**config.mk**
```make
export PLATFORM = sky130hd
export DESIGN_NAME = rgb565_run_length_encoder_core
export DESIGN_NICKNAME = d
export VERILOG_FILES = /design/src/rtl/rle565_pkg.sv /design/src/rtl/rle565_front.sv /design/src/rtl/rle565_queue.sv /design/src/rtl/rle565_back.sv /design/src/rtl/rgb565_run_length_encoder_core.sv
export SDC_FILE = /design/constraint.sdc
export NUM_CORES = 1
export LEC_CHECK = 0
export ABC_AREA = 0
export BUFFER_PORTS_ARGS = -buffer_cell sky130_fd_sc_hd__buf_2
export CORE_ASPECT_RATIO = 0.5
export CORE_MARGIN = 4
export CORE_UTILIZATION = 40
export CTS_BUF_LIST = sky130_fd_sc_hd__clkbuf_2
export CTS_CLUSTER_SIZE = 28
export DETAILED_ROUTE_END_ITERATION = 10
export PLACE_DENSITY = 0.6
export SLEW_MARGIN = 25
export SYNTH_ARGS = -nofsm -noshare
export SYNTH_HDL_FRONTEND = slang
export SYNTH_SLANG_ARGS = --single-unit
```
**constraint.sdc**
```tcl
create_clock -name clk -period 14.9 [get_ports clk]
set_clock_uncertainty 0.15 [all_clocks]
set_input_delay 2.235 -clock clk [delete_from_list [all_inputs] [get_ports clk]]
set_output_delay 2.235 -clock clk [all_outputs]
set_load 0.05 [all_outputs]
```
**src/rtl/rle565_pkg.sv**
```systemverilog
// Package for the RGB565 run-length encoder: shared types and constants.
// Used by every module of the block; depends on nothing.
package rle565_pkg;

	// Longest run that one pair can carry.
	localparam logic [15:0] RUN_MAX = 16'hFFFF;

	// Default depth of the queue between the front and back parts.
	localparam int QUEUE_DEPTH_DEF = 4;

	// One run pair as it leaves the block.
	typedef struct packed {
		logic [15:0] len;
		logic [15:0] color;
	} run_pair_t;

	// What one pixel leaves for the back part: a closed run, a final run, or both.
	typedef struct packed {
		logic      closed_valid;
		run_pair_t closed;
		logic      final_valid;
		run_pair_t fin;
	} run_entry_t;

	// Head of the queue as the back part sees it.
	typedef struct packed {
		logic       valid;
		run_entry_t entry;
	} queue_head_t;

	// Truncate a 24-bit pixel to RGB565.
	function automatic logic [15:0] to_565(input logic [7:0] r, input logic [7:0] g,
		input logic [7:0] b);
		to_565 = {r[7:3], g[7:2], b[7:3]};
	endfunction

endpackage

```
**src/rtl/rle565_front.sv**
```systemverilog
// Front part: accepts pixels, keeps the open run and classifies each pixel.
// Depends on rle565_pkg; pushes run entries into rle565_queue.
module rle565_front import rle565_pkg::*; (
	input  logic        clk,
	input  logic        arst_n,
	input  logic        pix_valid,
	output logic        pix_ready,
	input  logic [7:0]  red,
	input  logic [7:0]  green,
	input  logic [7:0]  blue,
	input  logic        frame_end,
	output logic        push,
	output run_entry_t  push_entry,
	input  logic        queue_full
);

	logic [15:0] cur_color_q;
	logic [15:0] cur_len_q;
	logic [15:0] color;
	logic        extend;
	logic        accept;
	logic [15:0] new_len;
	logic [15:0] new_color;

	assign pix_ready = !queue_full;
	assign accept    = pix_valid && pix_ready;

	// Classify the pixel against the open run.
	always_comb begin
		color  = to_565(red, green, blue);
		extend = (cur_len_q != 16'd0) && (color == cur_color_q) && (cur_len_q != RUN_MAX);
		if (extend) begin
			new_len   = cur_len_q + 16'd1;
			new_color = cur_color_q;
		end else begin
			new_len   = 16'd1;
			new_color = color;
		end
		push_entry.closed_valid = !extend && (cur_len_q != 16'd0);
		push_entry.closed.len   = cur_len_q;
		push_entry.closed.color = cur_color_q;
		push_entry.final_valid  = frame_end;
		push_entry.fin.len      = new_len;
		push_entry.fin.color    = new_color;
		push = accept && (push_entry.closed_valid || frame_end);
	end

	// Open run state; frame end clears it.
	always_ff @(posedge clk or negedge arst_n) begin
		if (!arst_n) begin
			cur_color_q <= 16'd0;
			cur_len_q   <= 16'd0;
		end else if (accept) begin
			if (frame_end) begin
				cur_color_q <= 16'd0;
				cur_len_q   <= 16'd0;
			end else begin
				cur_color_q <= new_color;
				cur_len_q   <= new_len;
			end
		end
	end

endmodule

```
**src/rtl/rle565_queue.sv**
```systemverilog
// Short queue of run entries between the front and back parts.
// Depends on rle565_pkg; entries live in a small register array.
module rle565_queue import rle565_pkg::*; #(
	parameter int DEPTH = QUEUE_DEPTH_DEF
) (
	input  logic        clk,
	input  logic        arst_n,
	input  logic        push,
	input  run_entry_t  push_entry,
	output logic        full,
	input  logic        pop,
	output queue_head_t head
);

	localparam int PTR_W = (DEPTH > 1) ? $clog2(DEPTH) : 1;
	localparam int CNT_W = $clog2(DEPTH + 1);

	run_entry_t       mem_q [DEPTH];
	logic [PTR_W-1:0] wr_ptr_q;
	logic [PTR_W-1:0] rd_ptr_q;
	logic [CNT_W-1:0] count_q;

	assign full       = (count_q == CNT_W'(DEPTH));
	assign head.valid = (count_q != '0);
	assign head.entry = mem_q[rd_ptr_q];

	// Entry storage.
	always_ff @(posedge clk) begin
		if (push) begin
			mem_q[wr_ptr_q] <= push_entry;
		end
	end

	// Pointers and fill count.
	always_ff @(posedge clk or negedge arst_n) begin
		if (!arst_n) begin
			wr_ptr_q <= '0;
			rd_ptr_q <= '0;
			count_q  <= '0;
		end else begin
			if (push) begin
				wr_ptr_q <= (wr_ptr_q == PTR_W'(DEPTH - 1)) ? '0 : wr_ptr_q + 1'b1;
			end
			if (pop) begin
				rd_ptr_q <= (rd_ptr_q == PTR_W'(DEPTH - 1)) ? '0 : rd_ptr_q + 1'b1;
			end
			if (push && !pop) begin
				count_q <= count_q + 1'b1;
			end else if (pop && !push) begin
				count_q <= count_q - 1'b1;
			end
		end
	end

endmodule

```
**src/rtl/rle565_back.sv**
```systemverilog
// Back part: turns each queued entry into one or two output run pairs.
// Depends on rle565_pkg; reads the head of rle565_queue.
module rle565_back import rle565_pkg::*; (
	input  logic        clk,
	input  logic        arst_n,
	input  queue_head_t head,
	output logic        pop,
	output logic        out_valid,
	input  logic        out_ready,
	output run_pair_t   out_pair,
	output logic        out_final
);

	logic phase_q;
	logic show_closed;
	logic accept;

	// Closed run goes first; the final run follows in a second request.
	always_comb begin
		show_closed = head.entry.closed_valid && !phase_q;
		out_valid   = head.valid;
		out_pair    = show_closed ? head.entry.closed : head.entry.fin;
		out_final   = !show_closed;
		accept      = out_valid && out_ready;
		pop         = accept && (!show_closed || !head.entry.final_valid);
	end

	// Phase marks that the closed pair of the head entry is already out.
	always_ff @(posedge clk or negedge arst_n) begin
		if (!arst_n) begin
			phase_q <= 1'b0;
		end else if (pop) begin
			phase_q <= 1'b0;
		end else if (accept) begin
			phase_q <= 1'b1;
		end
	end

endmodule

```
**src/rtl/rgb565_run_length_encoder_core.sv**
```systemverilog
// Top level of the RGB565 run-length encoder.
// Depends on rle565_pkg, rle565_front, rle565_queue and rle565_back.
//
// Channel  Dir  Handshake         Payload
// s_*      in   s_tvalid/tready   tdata: red, green, blue; tlast: frame_end
// m_*      out  m_tvalid/tready   tdata: run_length, run_color; tlast: final_run
//
// One pixel is taken per clock while the queue has room; its results appear
// at the output the cycle after it is accepted, at the earliest.
// A pixel that closes a run and ends the frame yields two pairs, so the back
// part sends the closed pair and then the final pair; the queue absorbs it.
// arst_n clears the open run, the queue and the output phase.
// Either side may stall; the queue of QUEUE_DEPTH entries decouples the two.
module rgb565_run_length_encoder_core import rle565_pkg::*; #(
	parameter int QUEUE_DEPTH = QUEUE_DEPTH_DEF
) (
	input  logic        clk,
	input  logic        arst_n,
	input  logic        s_tvalid,
	output logic        s_tready,
	input  logic [23:0] s_tdata,  // red [7:0], green [15:8], blue [23:16]
	input  logic        s_tlast,
	output logic        m_tvalid,
	input  logic        m_tready,
	output logic [31:0] m_tdata,  // run_length [15:0], run_color [31:16]
	output logic        m_tlast
);

	logic        push;
	run_entry_t  push_entry;
	logic        queue_full;
	logic        pop;
	queue_head_t head;
	run_pair_t   out_pair;

	rle565_front u_front (
		.clk        (clk),
		.arst_n     (arst_n),
		.pix_valid  (s_tvalid),
		.pix_ready  (s_tready),
		.red        (s_tdata[7:0]),
		.green      (s_tdata[15:8]),
		.blue       (s_tdata[23:16]),
		.frame_end  (s_tlast),
		.push       (push),
		.push_entry (push_entry),
		.queue_full (queue_full)
	);

	rle565_queue #(
		.DEPTH (QUEUE_DEPTH)
	) u_queue (
		.clk        (clk),
		.arst_n     (arst_n),
		.push       (push),
		.push_entry (push_entry),
		.full       (queue_full),
		.pop        (pop),
		.head       (head)
	);

	rle565_back u_back (
		.clk       (clk),
		.arst_n    (arst_n),
		.head      (head),
		.pop       (pop),
		.out_valid (m_tvalid),
		.out_ready (m_tready),
		.out_pair  (out_pair),
		.out_final (m_tlast)
	);

	assign m_tdata = {out_pair.color, out_pair.len};

endmodule

```
# [Word-level counts from Yosys, hierarchy flattened]
# Memories as Yosys holds them, arrays and structs flattened.
# Cells that the tools add are included.
[op_classes] n_reduce_logical=23 eq_ne=5 muxes=13 add_sub_neg=5
[op_table] cell="$mux W16" count=4
[op_table] cell="$mux W32" count=1
[op_table] cell="$add A16 B1 Y16 const B" count=1
[op_table] cell="$eq A16 B16 Y1" count=1
[op_table] cell="$ne A16 B16 Y1 const B" count=1
[op_table] cell="$reduce_bool A16 Y1" count=1
[op_table] cell="$logic_and A1 B1 Y1" count=10
[op_table] cell="$logic_not A1 Y1" count=7
[op_table] cell="$mux W3" count=2
[op_table] cell="$add A2 B1 Y2 const B" count=2
[op_table] cell="$eq A2 B2 Y1 const B" count=2
[op_table] cell="$mux W1" count=4
[op_table] cell="$mux W2" count=2
[op_table] cell="$reduce_bool A2 Y1" count=2
[op_table] cell="$add A3 B1 Y3 const B" count=1
[op_table] cell="$eq A3 B3 Y1 const B" count=1
[op_table] cell="$reduce_bool A3 Y1" count=1
[op_table] cell="$sub A3 B1 Y3 const B" count=1
[op_table] cell="$logic_or A1 B1 Y1" count=2
[totals] ram_bits=264 memories=1 register_bits=40 output_inout_bits=35 wordCells=53 inputBits=29
[mem_list] memory="u_queue.mem_q" words=4 word_bits=66 read_ports=1 rd_ports_with_merged_regs=0 write_ports=1 line_no="rle565_queue.sv:18" rtl="run_entry_t mem_q [DEPTH];"

# [Longest topological paths before layout]
[logic_depth] ltp_word=11 depth_mapped=13 ltp_nobuf=12

# [By module]
# Synthesis repeated with hierarchy kept, for this count alone.
[unflattened] cells_unflattened=677 hier_area_um2=12699.7
[by_module_without_submodules] mod="rle565_queue" area_per_inst_um2=9959.6 n_inst=1 seq_area_each_um2=8102.8 cells_per_inst=382
[by_module_without_submodules] mod="rle565_front" area_per_inst_um2=2160.8 n_inst=1 seq_area_each_um2=800.8 cells_per_inst=252
[by_module_without_submodules] mod="rle565_back" area_per_inst_um2=579.3 n_inst=1 seq_area_each_um2=25.0 cells_per_inst=43

# [Worst setup path after synthesis]
# OpenSTA, ideal clock, no wires.
[synth_timing] path_kind="input port to flip-flop" startpoint="input s_tdata[10]" endpoint="memory u_queue.mem_q[0][0] (netlist name) (enable)" t_required_ns=14.238 setup_slack_ns=8.106 path_buffers=1 stages=6 arrival_ns=6.131 setup_time_ns=0.512 cell_sequence="xnor2_1 > nand4_1 > nor4_1 > buf_2 > a21o_1 > a21oi_1"
[synth_between] elab_chain_len=9
[synth_rtl] element="start: declaration" line_no="rgb565_run_length_encoder_core.sv:21" rtl="input logic [23:0] s_tdata,"
[synth_rtl] element="$eq A16 B16 Y1" line_no="rle565_front.sv:31" rtl="extend = (cur_len_q != 16'd0) && (color == cur_color_q) && (cur_len_q != RUN_MAX);"
[synth_rtl] element="$logic_and A1 B1 Y1 (2 in a row)" line_no="rle565_front.sv:31"
[synth_rtl] element="$logic_not A1 Y1" line_no="rle565_front.sv:39" rtl="push_entry.closed_valid = !extend && (cur_len_q != 16'd0);"
[synth_rtl] element="$logic_and A1 B1 Y1" line_no="rle565_front.sv:39"
[synth_rtl] element="$logic_or A1 B1 Y1" line_no="rle565_front.sv:45" rtl="push = accept && (push_entry.closed_valid || frame_end);"
[synth_rtl] element="$logic_and A1 B1 Y1" line_no="rle565_front.sv:45"
[synth_rtl] element="$mux W1" line_no="rle565_queue.sv:29" rtl="if (push) begin"
[synth_rtl] element="$mux W1 (not written as such)" line_no="rle565_queue.sv:30" rtl="mem_q[wr_ptr_q] <= push_entry;"
[synth_rtl] element="end: declaration" line_no="rle565_queue.sv:18"
# Every way passes these cells.

# [Worst setup path in the final report]
[layout_timing] startpoint="memory u_queue.mem_q[0][65] (netlist name)" endpoint="output m_tdata[8]"
[layout_between] elab_chain_len=3
[layout_rtl] element="$mem_v2 Z4 W66"
[layout_rtl] element="$logic_and A1 B1 Y1" line_no="rle565_back.sv:20" rtl="show_closed = head.entry.closed_valid && !phase_q;"
[layout_rtl] element="$mux W32" line_no="rle565_back.sv:22" rtl="out_pair = show_closed ? head.entry.closed : head.entry.fin;"
[layout_rtl] element="end: declaration" line_no="rgb565_run_length_encoder_core.sv:25" rtl="output logic [31:0] m_tdata,"
# Every way passes these cells.

==> impl_metrics.csv <==
group,metric,value,unit
global_route,grt_max_degree,83,
clocking,cts_tree,"done",
worst_setup_path,crit_required,12520,ps
clocking,clock-root-buffer,"sky130_fd_sc_hd__clkbuf_2",
global_route,total_grt_usage,15.8,%
sta,rsz_0062_raised_after_global_routing,"no",
sta,final-hold-violation-count,0,
routing,vias,7468,
clocking,post_cts.resized_instances,0,
sta,min_period,6510,ps
floorplan,placeableCoreArea,31700,sq um
logic_synthesis,synth_nets,924,
floorplan,die-width,262,um
floorplan,die_area,35200,sq um
min_path,min_path_type,"reg -> reg",
worst_setup_path,worstSetupPathType,"reg -> out",
routing,routed_wl,27300,um
global_route,grt_pass1_wl,43100,um
pwr,clock_power_share,18.0,%
worst_setup_path,critical_path.max_fanout,82,
pwr,total_leakage_power,5.05,nW
logic_synthesis,synth-seq-cells,304,
worst_setup_path,r2r_start,"u_front.cur_len_q[0]",
sta,hold_ws,332,ps
sta,postLayoutSetupSlackWorst,8390,ps
pwr,power-per-cell-area,205,nW/um^2
clocking,cts_sinks,304,
worst_setup_path,critical_path_arrival,4130,ps
logic_synthesis,synthesis.yosys.warnings,0,
pwr,ir_drop,0.000114,V
worst_setup_path,setup.worst_path.start,"u_queue.mem_q[0][65]",
finish,fillerInstances,2889,
job,max_cap_viol_count,0,
floorplan,die_h,135,um
logic_synthesis,mappedNetlistArea,12900,sq um
routing,detail_route.drc_violations,0,
global_route,antenna_violations_before_repair,1,
finish,layout-drive-gt1-share,30.3,%
sta,setup-tns-final,0,ps
global_route,overall_overflow_remaining_after_global_route,0,
pwr,p_comb_share,42.2,%
worst_setup_path,r2r_setup_slack,10750,ps
pwr,net-switching-power,1.21,mW
clocking,clkSlewWorstSetupHoldPaths,120,ps
global_route,vias_in_the_first_global_route,7776,
clocking,worst_skew_pair.late_latency,830,ps
pwr,power.switching_fraction,41.5,%
worst_setup_path,cp-end-kind,"primary output",
pwr,internal-power,1.70,mW
outcome,outcome,"finished, final reports clean",
sta,final_max_slew_viol_count,0,
floorplan,pin_count,64,
floorplan,floorplan.initialDensity,40.6,%
routing,route.detailed.wl_per_inst,18.7,um
sta,fmax,154,MHz
logic_synthesis,synth_cells,886,
finish,nets,1004,
finish,area_overhead_of_the_layout_relative_to_synthesis,10.2,%
placement,gp_routability_congestion,0.732,
routing,drt.antenna.violating_nets,0,
clocking,htreeDepth,3,
finish,post-route-cell-area,14200,sq um
worst_setup_path,startpoint_class,"flop",
finish,mostFrequentLayoutCells,"sky130_fd_sc_hd__edfxtp_1 (264), sky130_fd_sc_hd__nand2_1 (123), sky130_fd_sc_hd__clkbuf_2 (118)",
floorplan,num_rows,46,
routing,drt-vias-per-instance,5.13,
min_path,hp-start,"u_queue.count_q[2]",
logic_synthesis,synth.avg_cell_area,14.5,sq um
placement,detailed_place.area,13500,sq um
placement,dp.final_hpwl,15500,um
placement,dpl_worst_slack,8900,ps
routing,drt_iter0_drc,511,
logic_synthesis,yosys.cell_types.count,48,
pwr,pwr-share-seq,39.8,%
sta,slew_at_the_pin_closest_to_its_max_slew_limit,885,ps
placement,io_buffer_count,55,
clocking,post-cts-setup-buffer-count,0,
finish,layout_commonest_cell,"sky130_fd_sc_hd__edfxtp_1",
clocking,numCtsBuffers,72,
clocking,cts_hold_repair.buffers,0,
sta,setup_viol,0,
logic_synthesis,synth_sequential_area_ratio,69.5,%
sta,max-slew-margin-rel,41.0,%
clocking,cts.path.max_buffers,3,
sta,final.period_utilization,43.7,%
routing,first_pass_iters,5,
## flip-flops by register name, summed over array words and instances (netlist names)
register,flops
u_back.phase_q,1
u_front.cur_color_q,16
u_front.cur_len_q,16
u_queue.count_q,3
u_queue.mem_q,264
u_queue.rd_ptr_q,2
u_queue.wr_ptr_q,2
## power by group through the flow
stage | Clock [mW] | Combinational (mW) | Sequential [mW]
3_3_place_gp | 0 | 1.22 | 1.17
3_5_place_dp | 0 | 1.24 | 1.18
4_1_cts | 0.543 | 1.25 | 1.16
5_1_grt | 0.591 | 1.32 | 1.17
6_report | 0.523 | 1.23 | 1.16
2_1_floorplan | 0 | 0.977 | 1.18
## through the flow
stage	util, %	cells	power, mW
global route	44.7	1456	3.08
global placement	42.6	1323	2.39
finish	44.7	1456	2.91
floorplan	-	886	2.15
detailed placement	42.6	1323	2.42
CTS	44.6	1454	2.95
## logic make-up (layout without fill, tap and decap cells)
logic type                 count (synthesis)  after routing  synth area share, %
DFF                                      304            304                 69.5
other                                      0              1                    0
xor gates and xnor gates                  20             20                 1.36
buffers and inverters                     88            225                 3.41
and+or+nand+nor                          197            197                 6.95
muxes                                    134            134                 11.6
adders and majority gates                  9              9                0.935
AOI/OAI and AO/OA                        134            134                 6.28
## path summary, 6_finish.rpt
path | depth (start not counted) | to
worst max-delay path | 7 | m_tdata[8]
max in group asynchronous | 2 | u_queue.rd_ptr_q[0]
min in group asynchronous | 2 | u_front.cur_len_q[9]
worst min register to register | 1 | u_queue.count_q[2]
worst min-delay path | 1 | u_queue.count_q[2]
worst max register to register | 7 | u_queue.mem_q[2][23]
## layer usage
metal	up-vias	GRT usage, %	part of all wire, %	routed length [um]
met5	-	0	0	0
met4	0	4.71	1.5	397
met3	42	3.45	4.5	1220
met2	163	26.0	49	13400
met1	3715	21.2	45	12200
li1	3548	-	-	-
## critical path: stages, from the launching register on
cell and delay [ps]:
sky130_fd_sc_hd__edfxtp_1 420, sky130_fd_sc_hd__mux4_2 500, sky130_fd_sc_hd__nand2b_4 560, sky130_fd_sc_hd__buf_6 710, sky130_fd_sc_hd__mux2i_1 180, sky130_fd_sc_hd__mux2_2 300
sky130_fd_sc_hd__a31oi_1 250, sky130_fd_sc_hd__buf_2 320
## area by class of cell
cell class	count	area, sq um	share of cell area, %
repair buffers	70	399	2.82
clock buffers	118	591	4.17
multi-input cells	494	3550	25.1
clock inverters	13	50.0	0.354
flip-flops and latches	304	8930	63.1
inverters	24	90.1	0.636
diodes	1	2.50	0.0177
well taps	432	541	3.82
## synth_stat cells, drive strengths merged
cell | number | area share (%)
edfxtp | 264 | 62
nand2 | 123 | 3.6
mux2 | 99 | 8.7
a31oi | 45 | 2.2
o22ai | 45 | 2.2
clkbuf | 44 | 1.3
dfrtp | 40 | 7.8
mux2i | 33 | 2.6
inv | 24 | 0.70
a21oi | 20 | 0.78
buf | 20 | 1.4
xnor2 | 18 | 1.2
o21ai | 17 | 0.66
nor2 | 14 | 0.41
nand3 | 13 | 0.55
nand4 | 11 | 0.54
ha | 8 | 0.78
nand2b | 6 | 0.31
nor3 | 6 | 0.27
nor4 | 5 | 0.24
or2 | 4 | 0.19
or3 | 4 | 0.19
and3 | 3 | 0.15
a221oi | 2 | 0.14
and2 | 2 | 0.097
mux4 | 2 | 0.35
nand3b | 2 | 0.15
xor2 | 2 | 0.14
a211o | 1 | 0.068
a21o | 1 | 0.058
a32oi | 1 | 0.068
and4 | 1 | 0.068
fa | 1 | 0.16
nor4b | 1 | 0.068
o31a | 1 | 0.068
o31ai | 1 | 0.058
or3b | 1 | 0.068
or4 | 1 | 0.058
Power figures use the tool's default switching activity.
